File: config.mk
export PLATFORM = sky130hd
export DESIGN_NAME = ias_cell
export DESIGN_NICKNAME = d
export VERILOG_FILES = /design/src/design/insert_shift_array_defines.svh /design/src/design/ias_pkg.sv /design/src/design/ias_cell.sv
export SDC_FILE = /design/constraint.sdc
export NUM_CORES = 1
export LEC_CHECK = 0
export BUFFER_PORTS_ARGS = -buffer_cell sky130_fd_sc_hd__buf_4
export CELL_PAD_IN_SITES_DETAIL_PLACEMENT = 1
export CELL_PAD_IN_SITES_GLOBAL_PLACEMENT = 1
export CORE_MARGIN = 3
export CORE_UTILIZATION = 23
export CTS_CLUSTER_DIAMETER = 30
export DETAILED_ROUTE_END_ITERATION = 7
export PLACE_DENSITY = 0.76
export REMOVE_ABC_BUFFERS = 1
export SYNTH_ARGS = -nofsm -noshare
export SYNTH_HDL_FRONTEND = slang
export SYNTH_SLANG_ARGS = --single-unit
File: constraint.sdc
create_clock -name clk_i -period 1.4 [get_ports clk_i]
set_clock_uncertainty 0.05 [all_clocks]
set_input_delay 0.14 -clock clk_i [delete_from_list [all_inputs] [get_ports clk_i]]
set_output_delay 0.14 -clock clk_i [all_outputs]
set_load 0.05 [all_outputs]
File: src/design/insert_shift_array_defines.svh
// ----------------------------------------------------------------------------
// insert_shift_array assertion macros
// Concurrent assertion wrappers shared by the insert_shift_array RTL.
// ----------------------------------------------------------------------------
`ifndef INSERT_SHIFT_ARRAY_DEFINES_SVH
`define INSERT_SHIFT_ARRAY_DEFINES_SVH

// implication checked on every rising clock edge, off while in reset
`define IAS_ASSERT(lbl, clk, rst_n, prop) \
  lbl: assert property (@(posedge clk) disable iff (!rst_n) prop) \
    else $error("insert_shift_array assertion failed");

// condition that must never hold while out of reset
`define IAS_NEVER(lbl, clk, rst_n, cond) \
  lbl: assert property (@(posedge clk) disable iff (!rst_n) !(cond)) \
    else $error("insert_shift_array assertion failed");

`endif

File: src/design/ias_pkg.sv
// ----------------------------------------------------------------------------
// ias_pkg
// Request/response word types, request codes and the cell control bundle.
// ----------------------------------------------------------------------------
`timescale 1ns / 1ps

package ias_pkg;

  localparam int unsigned IDX_W  = 10;
  localparam int unsigned DATA_W = 32;

  localparam logic [1:0] REQ_READ   = 2'd0;
  localparam logic [1:0] REQ_WRITE  = 2'd1;
  localparam logic [1:0] REQ_INSERT = 2'd2;
  // unused code: no effect, no result
  localparam logic [1:0] REQ_UNUSED = 2'd3;

  localparam logic KIND_READ   = 1'b0;
  localparam logic KIND_NOTICE = 1'b1;

  typedef struct packed {
    logic [1:0]               req_type;
    logic [IDX_W-1:0]         index;
    logic signed [DATA_W-1:0] value;
  } ias_req_t;

  typedef struct packed {
    logic                     kind;
    logic signed [DATA_W-1:0] data;
  } ias_rsp_t;

  // broadcast to every cell during the update cycle
  typedef struct packed {
    logic                     exec;
    logic                     wr;
    logic                     ins;
    logic                     shift;
    logic signed [DATA_W-1:0] word;
  } ias_ctl_t;

endpackage

File: src/design/ias_cell.sv
// ----------------------------------------------------------------------------
// ias_cell
// One slot of the array: holds a word, joins the scan chains and takes its
// neighbor's word on a shift.
// ----------------------------------------------------------------------------
`timescale 1ns / 1ps

module ias_cell (
  input  logic                              clk_i,
  input  logic                              rst_ni,
  input  logic                              take_i,
  input  ias_pkg::ias_ctl_t                 ctl_i,
  input  logic                              hit_i,
  input  logic                              gt_i,
  output logic                              gt_o,
  input  logic signed [ias_pkg::DATA_W-1:0] rd_i,
  output logic signed [ias_pkg::DATA_W-1:0] rd_o,
  input  logic                              hocc_i,
  output logic                              hocc_o,
  input  logic                              sfx_i,
  output logic                              sfx_o,
  input  logic                              prev_occ_i,
  input  logic signed [ias_pkg::DATA_W-1:0] prev_data_i,
  output logic signed [ias_pkg::DATA_W-1:0] data_o,
  output logic                              occ_o
);
  import ias_pkg::*;

  logic signed [DATA_W-1:0] data_q, data_d;
  logic                     hit_q, gt_q, app_q;
  logic                     occ, app;

  assign occ    = (data_q != '0);
  assign occ_o  = occ;
  assign data_o = data_q;

  // upward chains: read data, addressed-slot occupancy, above-slot flag
  assign rd_o   = rd_i | (hit_i ? data_q : '0);
  assign hocc_o = hocc_i | (hit_i & occ);
  assign gt_o   = gt_i | hit_i;
  // downward chain: anything occupied at or above this slot
  assign sfx_o  = sfx_i | occ;
  // first empty slot just above the highest occupied one
  assign app    = prev_occ_i & ~sfx_o;

  always_comb begin
    data_d = data_q;
    if (ctl_i.exec) begin
      if (ctl_i.wr && hit_q) begin
        data_d = ctl_i.word;
      end else if (ctl_i.ins && ctl_i.shift) begin
        if (hit_q) begin
          data_d = ctl_i.word;
        end else if (gt_q) begin
          data_d = prev_data_i;
        end
      end else if (ctl_i.ins && app_q) begin
        data_d = ctl_i.word;
      end
    end
  end

  always_ff @(posedge clk_i or negedge rst_ni) begin
    if (!rst_ni) begin
      data_q <= '0;
      hit_q  <= 1'b0;
      gt_q   <= 1'b0;
      app_q  <= 1'b0;
    end else begin
      data_q <= data_d;
      if (take_i) begin
        hit_q <= hit_i;
        gt_q  <= gt_i;
        app_q <= app;
      end
    end
  end

endmodule

==> results of run 1 <==
-- per-stage QoR --
| stage | hold slack, ns | worst slack, ns | instances | power (mW) |
|---|---|---|---|---|
| 5_1_grt | 0.0221 | -0.666 | 526 | 5.96 |
| 4_1_cts | 0.0209 | -0.597 | 513 | 5.14 |
| 6_report | 0.0265 | -0.577 | 526 | 5.70 |
| 3_3_place_gp | 0.0552 | -0.367 | 503 | 4.11 |
| 3_5_place_dp | 0.0656 | -0.395 | 503 | 4.17 |
| 2_1_floorplan | -0.206 | -1.11 | 186 | 2.89 |
-- cells by family after synthesis --
kind of cell / Yosys count / share of synthesized area, %
muxes: 34 / 16.9
buffers and inverters: 16 / 6.11
and+or+nand+nor: 48 / 11.5
DFF: 35 / 43.2
AOI/OAI and AO/OA: 68 / 22.2
-- cell type report --
type | instances | share of cell area, %
clock inverter | 2 | 0.772
inverter | 1 | 0.0827
tap | 105 | 2.89
timing repair buffer | 226 | 44.0
clock buffer | 6 | 1.82
sequential | 35 | 19.3
multi-input combinational | 151 | 31.1
-- what timing repair did --
| item | CTS | global route |
|---|---|---|
| setup buffers | 1 | 10 |
| cloned | 0 | 10 |
| pin swaps | 7 | 6 |
| gates resized for setup | 9 | 125 |
| endpoints found under the setup margin | 31 | 50 |
| hold endpoints to repair | 35 | 0 |
| hold buffers | 1 | 0 |
-- layer usage --
layer / part of all wire (%) / global-route usage, %
met1: 39 / 18.2
met2: 55 / 29.5
met3: 5.0 / 3.13
met4: 0.90 / 4.20
met5: 0 / 0
-- power by group --
group / switching (mW) / internal [mW] / leakage, nW
Clock: 0.352 / 0.576 / 0.0612
Combinational: 1.99 / 1.40 / 1.83
Sequential: 0.166 / 1.22 / 0.389
Total: 2.51 / 3.19 / 2.28
-- final timing paths --
kind / startpoint / endpoint / slack (ns) / cells after the start
worst max-delay path: data_o[22] / hocc_o / -0.58 / 5
worst min-delay path: take_i / app_q / 0.03 / 2
worst max register to register: data_o[22] / app_q / -0.27 / 5
worst min register to register: hit_q / hit_q / 0.50 / 1
max in group asynchronous: rst_ni / gt_q / 0.68 / 2
min in group asynchronous: rst_ni / data_o[30] / 0.31 / 2
-- state kept, by name (all words and copies together), names as in the netlist --
name    count
gt_q        1
hit_q       1
app_q       1
data_o     32
-- worst register-to-register path, stage by stage, from the launching register on --
cell                      delay (ns)
sky130_fd_sc_hd__dfrtp_1        0.39
sky130_fd_sc_hd__nor4_1         0.33
sky130_fd_sc_hd__nand4_1        0.20
sky130_fd_sc_hd__or2_4          0.27
sky130_fd_sc_hd__buf_4          0.15
sky130_fd_sc_hd__o32ai_2        0.19
-- cell usage in the layout, fill, tap and decap left out, drive strengths merged --
| master | Yosys | layout |
|---|---|---|
| a21o | 33 | 33 |
| a21oi | 32 | 32 |
| and2 | 1 | 1 |
| buf | 11 | 220 |
| bufinv | 0 | 1 |
| clkbuf | 4 | 11 |
| clkinv | 0 | 1 |
| dfrtp | 35 | 35 |
| dlygate4sd3 | 0 | 1 |
| inv | 1 | 1 |
| mux2 | 2 | 2 |
| mux2i | 32 | 32 |
| nand2 | 1 | 1 |
| nand3b | 1 | 1 |
| nand4 | 2 | 2 |
| nor2 | 32 | 32 |
| nor4 | 8 | 8 |
| o21a | 1 | 1 |
| o221a | 1 | 2 |
| o32ai | 1 | 1 |
| or2 | 2 | 2 |
| or3 | 1 | 1 |
==> qor.txt, run 1 <==
=========================================================================================
Result of the run                                                            finished, violations left
Violations in the final reports                                              negative setup slack
Count of routing violations after the opening detailed-route iteration                 30
Post-DP HPWL                                                                      6650 um
Worst-margin pin slew                                                            0.442 ns
Final layout net count                                                                528
Number of flip-flops and latches in the synthesized netlist                            35
Clock sinks                                                                            35
Seq. cell area                                                                  876 sq um
CTS H-Tree Depth                                                                        2
Data required time at the worst endpoint                                          1.21 ns
Filler Cells Inserted                                                                 916
Antenna Cells                                                                           0
Via total after detailed routing                                                     2484
Crit share post-route                                                                141%
Relative slew margins                                                               70.5%
Maximum clock frequency                                                         0.506 GHz
DIE AREA                                                                     0.00998 sq mm
Cell at the slowest stage of the critical path                               sky130_fd_sc_hd__dfrtp_1
Largest stage delay, worst path                                                   0.39 ns
Synthesis-to-finish area growth                                                      124%
Final weighted congestion in routability-driven placement                           0.748
Final critical delay including setup and external delays                          1.98 ns
CTS tree                                                                              yes
Buffers plus inverters on the worst setup path                                          1
Starting density of the core                                                        24.2%
Cell type with the largest total area after synthesis                        sky130_fd_sc_hd__dfrtp_1
Detailed-route wire length per cell                                               19.2 um
Final critical-path setup slack                                                 -0.577 ns
Post-detailed-placement cell area                                            0.00368 sq mm
CTS Buffer Depth                                                                        2
Via count of the first global-routing pass                                           2629
I/O pin count                                                                         176
Detailed-routing iteration count for the pre-antenna-repair pass                        4
Die span in y                                                                     99.9 um
Detail-routed via count per cell                                                     4.72
Worst path top cell family by delay                                          simple AND/OR/NAND/NOR gates
Total Negative Setup Slacks                                                      -3.72 ns
Pin count of the biggest net entering global routing                                   37
Proportion of register bits with asynchronous set or reset after synthesis           100%
Initial antenna violation count                                                         0
Distinct cells, synth                                                                  22
Util after Layout                                                                   54.2%
VDD IR-drop max                                                                  0.700 mV
Clock-pin transition on the worst setup and hold timing paths                     0.07 ns
Remaining global-route overflow                                                         0
Ys flop type                                                                 sky130_fd_sc_hd__dfrtp_1
First-pass GRT wire length                                                       12600 um
Count of synthesis-stage warnings from yosys                                            0
Chain of cells forming the critical path                                     nor4_1 > nand4_1 > or2_4 > a21o_1 > buf_6
Row count                                                                              33
Wirelength, routed                                                               10100 um
Clock Latency Late Sink                                                           0.28 ns
Endpoint type of the worst setup path                                        primary output
Final-report max-slew violation count                                                   0
Overall fraction of global-route tracks in use                                      15.8%
Post-Syn Instances                                                                    201
Number of nets still failing antenna checks after routing                               0
Cell with the most instances after synthesis                                 sky130_fd_sc_hd__dfrtp_1
Area of the mapped netlist                                                   0.00203 sq mm
Pwr/cell area                                                                1260 mW/mm^2
Number of buffers inserted by port buffering                                          175
Post-route cell area                                                         0.00454 sq mm
Unrepaired setup endpoints after global routing                                       yes
Data arrival, critical path                                                       1.79 ns
CTS Root Buffer Type                                                         sky130_fd_sc_hd__clkbuf_8
Most numerous cell types in the synthesized netlist                          sky130_fd_sc_hd__dfrtp_1, sky130_fd_sc_hd__a21o_1, sky130_fd_sc_hd__mux2i_1, sky130_fd_sc_hd__nor2_1, sky130_fd_sc_hd__a21oi_1
# DRC                                                                                   0
Cells taking the most area after synthesis                                   sky130_fd_sc_hd__dfrtp_1, sky130_fd_sc_hd__mux2i_1, sky130_fd_sc_hd__a21o_1, sky130_fd_sc_hd__a21oi_1, sky130_fd_sc_hd__nor2_1
Ratio of cells with drive above 1 in the final layout                               72.9%
Highest fanout seen on the critical path                                                2
Number of enable flip-flop cells after synthesis                                        0
Final setup violation count                                                            32
Top cell type's share of synthesized area                                           43.2%
Class of the most critical hold timing path                                        in2reg
Avg Synthesized Cell Area                                                      10.1 sq um
Final number of hold-violating endpoints                                                0
Start-to-end type of the worst setup path                                         reg2out
Total area of multi-input combinational cells                                0.00141 sq mm
Crit start category                                                             flip-flop
Core ar.                                                                     0.00838 sq mm
Number of buffers added by the clock tree synthesis step                                5
Leakage power of the design                                                       2.28 nW
Sequential share of the synthesized area                                            43.2%
Width of the die                                                                  99.9 um
Max capacitance violation total                                                         0
=========================================================================================
Note: power is estimated with default switching activity, not from simulation.
==> inputs of run 2 (changes only) <==
--- a/config.mk
+++ b/config.mk
@@ -9,10 +9,10 @@
 export CELL_PAD_IN_SITES_DETAIL_PLACEMENT = 1
 export CELL_PAD_IN_SITES_GLOBAL_PLACEMENT = 1
 export CORE_MARGIN = 3
-export CORE_UTILIZATION = 23
+export CORE_UTILIZATION = 28
 export CTS_CLUSTER_DIAMETER = 30
 export DETAILED_ROUTE_END_ITERATION = 7
-export PLACE_DENSITY = 0.76
+export PLACE_DENSITY = 0.87
 export REMOVE_ABC_BUFFERS = 1
 export SYNTH_ARGS = -nofsm -noshare
 export SYNTH_HDL_FRONTEND = slang
==> constraint.sdc (replaced) <==
create_clock -name clk_i -period 2.5 [get_ports clk_i]
set_clock_uncertainty 0.05 [all_clocks]
set_input_delay 0.25 -clock clk_i [delete_from_list [all_inputs] [get_ports clk_i]]
set_output_delay 0.25 -clock clk_i [all_outputs]
set_load 0.05 [all_outputs]
==> run 2 against run 1 <==
Compared with the run above:
- the flow now finishes without violations
- sequential cell count is the same
- sequential share of layout area grew 5.7 points
- register-to-register slack gained 0.83 ns
- clock-buffer cell count shrank 1
- routed wire length shrank 26%
- first-iteration DRC count grew 10%
- die area shrank 17%
- via count shrank 13%
- total power shrank 52%
- critical endpoint unchanged
==> qor.txt, run 2 (same netlist as run 1, synthesis figures left out) <==
=====================================================================================
Worst hold margin                                                            0.125 ns
Total Negative Setup Slacks                                                      0 ns
Crit start category                                                         flip-flop
Class of the most critical hold timing path                                    in2reg
Wirelength, routed                                                            7430 um
Relative slew margins                                                           19.8%
Highest fanout seen on the critical path                                            4
Unrepaired setup endpoints after global routing                                    no
Post-CTS setup buffer count                                                         0
Share of total power in the clock network                                       22.5%
Clock sinks                                                                        35
Via count of the first global-routing pass                                       2232
Core ar.                                                                 0.00691 sq mm
Ratio of cells with drive above 1 in the final layout                           52.3%
Max capacitance violation total                                                     0
Detail-routed via count per cell                                                 4.65
Via total after detailed routing                                                 2173
Final weighted congestion in routability-driven placement                       0.733
Remaining global-route overflow                                                     0
Leakage power of the design                                                   1.91 nW
Data arrival, critical path                                                   2.01 ns
Proportion of power drawn by flip-flops and latches                             29.9%
Overall fraction of global-route tracks in use                                  17.4%
Util after Layout                                                               50.7%
Pin count of the biggest net entering global routing                               65
Final-report max-slew violation count                                               0
Most common cell after layout, fill and taps aside                       sky130_fd_sc_hd__buf_4
CTS tree                                                                          yes
Internal Power                                                                1.53 mW
Reg2reg path depth                                                                  4
Clock-pin transition on the worst setup and hold timing paths                 0.07 ns
Buffers plus inverters on the worst setup path                                      1
Worst path top cell family by delay                                      simple AND/OR/NAND/NOR gates
Post-DP HPWL                                                                  5810 um
Start-to-end type of the worst setup path                                     reg2out
Starting density of the core                                                    29.3%
Maximum clock frequency                                                     0.432 GHz
Detailed-route wire length per cell                                           15.9 um
Width of the die                                                              91.1 um
Non-filler instance count after layout                                            467
Number of flip-flops under the largest register name                               32
Placed cells                                                                      458
Commonest non-fill, non-tap cells in the layout                          sky130_fd_sc_hd__buf_4, sky130_fd_sc_hd__dfrtp_1, sky130_fd_sc_hd__a21o_1
Worst-margin pin slew                                                         1.20 ns
Result of the run                                                        complete, no violations
Synthesis-to-finish area growth                                                 72.7%
Post-route total power                                                        2.73 mW
Crit share post-route                                                           92.5%
Final layout net count                                                            478
CTS Root Buffer Type                                                     sky130_fd_sc_hd__clkbuf_8
Final critical delay including setup and external delays                      2.31 ns
Clock Latency Late Sink                                                       0.29 ns
Row count                                                                          30
Data required time at the worst endpoint                                      2.20 ns
First-pass GRT wire length                                                   11700 um
Final setup violation count                                                         0
Die span in y                                                                 91.1 um
Number of nets still failing antenna checks after routing                           0
VDD IR-drop max                                                              0.291 mV
Depth of the worst hold-timing path                                                 2
Number of buffers added by the clock tree synthesis step                            5
CTS H-Tree Depth                                                                    2
Switching pwr                                                                 1.20 mW
Logic depth of the worst path, buffers included                                     5
Detailed-routing iteration count for the pre-antenna-repair pass                    4
Initial antenna violation count                                                     0
Filler Cells Inserted                                                             827
Largest stage delay, worst path                                               0.44 ns
Count of routing violations after the opening detailed-route iteration             33
Sw Ratio                                                                        44.1%
Cell at the slowest stage of the critical path                           sky130_fd_sc_hd__nor4_1
CTS Buffer Depth                                                                    2
Antenna Cells                                                                       0
DIE AREA                                                                 0.00830 sq mm
Combinational share of power                                                    47.6%
Number of buffers inserted by port buffering                                      175
Chain of cells forming the critical path                                 nor4_1 > nand4_1 > or2_4 > a21o_1 > buf_4
# DRC                                                                               0
Endpoint type of the worst setup path                                    primary output
Final number of hold-violating endpoints                                            0
I/O pin count                                                                     176
Pwr/cell area                                                             779 mW/mm^2
=====================================================================================
run 2: cell types whose count changed in the layout (fill, tap and decap cells not counted), sizes merged:
cell      change
clkbuf        -6
clkinv        -1
o221a         -1
bufinv        +1
buf          -44
clkinvlp      +1
run 2: repair_timing:
action,4_1_cts,5_1_grt
setup endpoints to repair,0,1
gates resized for setup,0,1
hold buffers,1,0
hold endpoints to repair,35,0
run 2: final timing paths:
path                       startpoint    endpoint  slack (ns)
min in group asynchronous      rst_ni   data_o[2]        0.41
min reg2reg                      gt_q        gt_q        0.48
max in group asynchronous      rst_ni  data_o[18]        1.66
max reg2reg                     hit_q   data_o[6]        0.56
min                             sfx_i       app_q        0.12
max                        data_o[22]      hocc_o        0.19
run 2: cell type report:
cell class	instances	area [sq um]	share of cell area [%]
timing repair buffer	177	1330	38.0
clock buffer	5	68.8	1.97
multi-input combinational	150	1030	29.5
clock inverter	3	67.6	1.93
sequential	35	876	25.0
tap	96	120	3.43
inverter	1	3.75	0.107
run 2: metal layers:
metal / vias up / part of all wire, % / track usage [%]
li1: 1059 / - / -
met1: 1005 / 41 / 21.4
met2: 100 / 51 / 30.4
met3: 9 / 7.6 / 4.89
met4: 0 / 1.0 / 3.52
met5: - / 0 / 0
run 2: power groups by stage:
stage               sequential, mW  combinational (mW)  clock (mW)
floorplan                     1.19               0.425           0
global placement             0.815                1.29           0
detailed placement           0.826                1.31           0
CTS                          0.815                1.31       0.629
global route                 0.841                1.37       0.653
finish                       0.815                1.30       0.612
run 2: worst reg2reg max path, stage by stage (launching register included):
cell and delay (ns):
sky130_fd_sc_hd__dfrtp_1 0.38, sky130_fd_sc_hd__nand3b_4 0.14, sky130_fd_sc_hd__o221a_2 1.00, sky130_fd_sc_hd__nor2_1 0.15
sky130_fd_sc_hd__a21oi_2 0.15
run 2: per-stage QoR:
step / cell area, sq um / setup WS, ns
floorplan: 1910 / -0.00847
global placement: 3350 / 0.400
detailed placement: 3350 / 0.461
CTS: 3490 / 0.136
global route: 3500 / 0.0774
finish: 3500 / 0.187
==> inputs of run 3 (changes only) <==
--- a/config.mk
+++ b/config.mk
@@ -5,14 +5,15 @@
 export SDC_FILE = /design/constraint.sdc
 export NUM_CORES = 1
 export LEC_CHECK = 0
+export ABC_AREA = 1
 export BUFFER_PORTS_ARGS = -buffer_cell sky130_fd_sc_hd__buf_4
 export CELL_PAD_IN_SITES_DETAIL_PLACEMENT = 1
 export CELL_PAD_IN_SITES_GLOBAL_PLACEMENT = 1
 export CORE_MARGIN = 3
-export CORE_UTILIZATION = 28
+export CORE_UTILIZATION = 27
 export CTS_CLUSTER_DIAMETER = 30
 export DETAILED_ROUTE_END_ITERATION = 7
-export PLACE_DENSITY = 0.87
+export PLACE_DENSITY = 0.94
 export REMOVE_ABC_BUFFERS = 1
 export SYNTH_ARGS = -nofsm -noshare
 export SYNTH_HDL_FRONTEND = slang
==> run 3 against run 2 <==
Compared with the run above:
- die area is 13% higher
- setup slack better by 0.23 ns
- routed wire length increased by 13%
- worst hold slack improved by 0.016 ns
- maximum frequency increased by 11%
- synthesized area increased by 9.8%
- largest power group unchanged
==> qor.txt, run 3 <==
=================================================================================================================
Result of the run                                                                                    complete, no violations
Post-DP HPWL                                                                                              6710 um
Proportion of register bits with asynchronous set or reset after synthesis                                   100%
# DRC                                                                                                           0
Distinct cells, synth                                                                                          17
Antenna Cells                                                                                                   0
Final weighted congestion in routability-driven placement                                                   0.743
Cell with the most instances after synthesis                                                         sky130_fd_sc_hd__nand2_1
Clock sinks                                                                                                    35
Detailed-routing iteration count for the pre-antenna-repair pass                                                4
Maximum clock frequency                                                                                 0.480 GHz
Core ar.                                                                                             0.00785 sq mm
Buffers plus inverters on the worst setup path                                                                  2
Data arrival, critical path                                                                               1.78 ns
Pwr/cell area                                                                                         697 mW/mm^2
Main combinational cell family by area after synthesis                                               simple AND/OR/NAND/NOR gates
Count of cells resized by post-cts repair                                                                       0
Cell at the slowest stage of the critical path                                                       sky130_fd_sc_hd__dfrtp_1
Synthesized-area fraction occupied by ao, oa, aoi and oai cells                                             18.4%
Number of nets still failing antenna checks after routing                                                       0
Final critical delay including setup and external delays                                                  2.08 ns
Final number of hold-violating endpoints                                                                        0
Worst path top cell family by delay                                                                  simple AND/OR/NAND/NOR gates
Number of enable flip-flop cells after synthesis                                                                0
Arithmetic-cell share of the synthesized area counting full adders, half adders and majority gates             0%
Final setup violation count                                                                                     0
Largest stage delay, worst path                                                                           0.42 ns
Class of the most critical hold timing path                                                                in2reg
Proportion of power drawn by flip-flops and latches                                                         31.4%
I/O pin count                                                                                                 176
Area of the mapped netlist                                                                           0.00223 sq mm
Via total after detailed routing                                                                             2734
Highest fanout seen on the critical path                                                                        4
Crit start category                                                                                     flip-flop
Via count of the first global-routing pass                                                                   2912
Width of the die                                                                                          96.8 um
VDD IR-drop max                                                                                          0.223 mV
CTS Root Buffer Type                                                                                 sky130_fd_sc_hd__clkbuf_8
Final-report max-slew violation count                                                                           0
Crit share post-route                                                                                       83.4%
Unrepaired setup endpoints after global routing                                                                no
Internal Power                                                                                            1.34 mW
CTS tree                                                                                                      yes
Chain of cells forming the critical path                                                             nor2_1 > nand2_1 > nor2_1 > nand2_1 > nor2_1 > inv_1 > nand2_1 > nand2_1 > buf_4
Cell type with the largest total area after synthesis                                                sky130_fd_sc_hd__dfrtp_1
Number of flip-flops and latches in the synthesized netlist                                                    35
Share of total power in the clock network                                                                   16.0%
Leakage power of the design                                                                               2.28 nW
Post-route total power                                                                                    2.56 mW
Row count                                                                                                      32
Initial antenna violation count                                                                                 0
Mux contribution to synthesized area                                                                           0%
CTS Buffer Depth                                                                                                2
Ys flop type                                                                                         sky130_fd_sc_hd__dfrtp_1
Final layout net count                                                                                        611
Synthesis-to-finish area growth                                                                             65.2%
Cells taking the most area after synthesis                                                           sky130_fd_sc_hd__dfrtp_1, sky130_fd_sc_hd__nand2_1, sky130_fd_sc_hd__a21o_1, sky130_fd_sc_hd__o21ai_0, sky130_fd_sc_hd__inv_1
Simple-gate share of the synthesized area                                                                   30.9%
Top cell type's share of synthesized area                                                                   39.3%
Detailed-route wire length per cell                                                                       13.9 um
Ratio of cells with drive above 1 in the final layout                                                       37.6%
Crit-path most repeated cell                                                                         sky130_fd_sc_hd__nand2_1
Relative slew margins                                                                                       69.2%
Remaining global-route overflow                                                                                 0
Number of buffers added by the clock tree synthesis step                                                        5
Total Negative Setup Slacks                                                                                  0 ns
Count of routing violations after the opening detailed-route iteration                                         35
Avg Synthesized Cell Area                                                                              6.64 sq um
CTS H-Tree Depth                                                                                                2
Overall fraction of global-route tracks in use                                                              17.8%
Post-CTS setup buffer count                                                                                     0
Combinational share of power                                                                                52.6%
Count of synthesis-stage warnings from yosys                                                                    0
DIE AREA                                                                                             0.00937 sq mm
Post-Syn Instances                                                                                            335
Endpoint type of the worst setup path                                                                primary output
Max capacitance violation total                                                                                 0
Most numerous cell types in the synthesized netlist                                                  sky130_fd_sc_hd__nand2_1, sky130_fd_sc_hd__inv_1, sky130_fd_sc_hd__dfrtp_1, sky130_fd_sc_hd__a21o_1, sky130_fd_sc_hd__o21ai_0
Sw Ratio                                                                                                    47.6%
Filler Cells Inserted                                                                                        1044
Post-synthesis share of cell area spent on xor and xnor gates                                                  0%
Switching pwr                                                                                             1.22 mW
Clock-pin transition on the worst setup and hold timing paths                                             0.07 ns
Wirelength, routed                                                                                        8380 um
First-pass GRT wire length                                                                               14000 um
Starting density of the core                                                                                28.4%
Sequential share of the synthesized area                                                                    39.3%
Data required time at the worst endpoint                                                                  2.20 ns
Number of flip-flops under the largest register name                                                           32
Start-to-end type of the worst setup path                                                                 reg2out
Commonest non-fill, non-tap cells in the layout                                                      sky130_fd_sc_hd__buf_4, sky130_fd_sc_hd__nand2_1, sky130_fd_sc_hd__inv_1
Worst-margin pin slew                                                                                    0.462 ns
Die span in y                                                                                             96.8 um
Most common cell after layout, fill and taps aside                                                   sky130_fd_sc_hd__buf_4
Pin count of the biggest net entering global routing                                                           37
Detail-routed via count per cell                                                                             4.52
Clock Latency Late Sink                                                                                   0.28 ns
Number of buffers inserted by port buffering                                                                  175
=================================================================================================================
==> run 3: cell type report <==
class | count | area (sq um) | share of cell area [%]
Clock buffer | 6 | 82.6 | 2.25
Clock inverter | 1 | 5.00 | 0.136
Inverter | 39 | 149 | 4.05
Multi-Input combinational cell | 244 | 1100 | 29.9
Sequential cell | 35 | 876 | 23.8
Tap cell | 102 | 128 | 3.47
Timing Repair Buffer | 178 | 1340 | 36.4
==> run 3: repair_timing <==
| action | CTS | global route |
|---|---|---|
| hold buffers | 1 | 0 |
| endpoints found under the setup margin | 0 | 0 |
| hold endpoints to repair | 35 | 0 |
==> run 3: power by group through the flow <==
stage / clock [mW] / combinational [mW] / sequential [mW]
after floorplan: 0 / 0.462 / 1.18
after global placement: 0 / 1.33 / 0.801
after detailed placement: 0 / 1.36 / 0.816
after CTS: 0.427 / 1.37 / 0.805
after global routing: 0.446 / 1.44 / 0.831
final: 0.410 / 1.35 / 0.804
==> run 3: final timing paths <==
| kind | start | endpoint | slack [ns] | depth (start not counted) |
|---|---|---|---|---|
| min reg2reg | gt_q | gt_q | 0.43 | 2 |
| max in group asynchronous | rst_ni | data_o[24] | 1.65 | 2 |
| min | gt_i | gt_q | 0.14 | 3 |
| min in group asynchronous | rst_ni | data_o[12] | 0.42 | 2 |
| max reg2reg | hit_q | data_o[26] | 0.87 | 8 |
| max | data_o[9] | hocc_o | 0.42 | 9 |
==> run 3: metrics by stage <==
step                      util, %  hold WS, ns  setup slack (ns)  cells  instance area (sq um)
after CTS                    46.9        0.129             0.384    605                   3680
after global routing         46.9        0.154             0.281    605                   3680
after global placement       45.6        0.179             0.735    597                   3580
after floorplan                 -      -0.0956             0.485    318                   2120
final                        46.9        0.141             0.416    605                   3680
after detailed placement     45.6        0.191             0.697    597                   3580
==> run 3: tightest hold or removal path, delay by kind of cell <==
kind	cells	cell delay (ns)
AND/OR/NAND/NOR	2	0.09
buffers and inverters	1	0.08
==> run 3: kinds of logic (layout without fill, tap and decap cells) <==
group | after synthesis | count (layout)
and+or+nand+nor | 178 | 178
AOI/OAI and AO/OA | 66 | 66
buffers and inverters | 56 | 224
DFF | 35 | 35
==> run 3: per-layer routing <==
metal  share of wire [%]  vias up  GRT usage (%)
li1                    -     1356              -
met3                 6.4        6           4.54
met5                   0        -              0
met4                0.93        0           3.78
met1                  40     1270           20.4
met2                  53      102           33.0
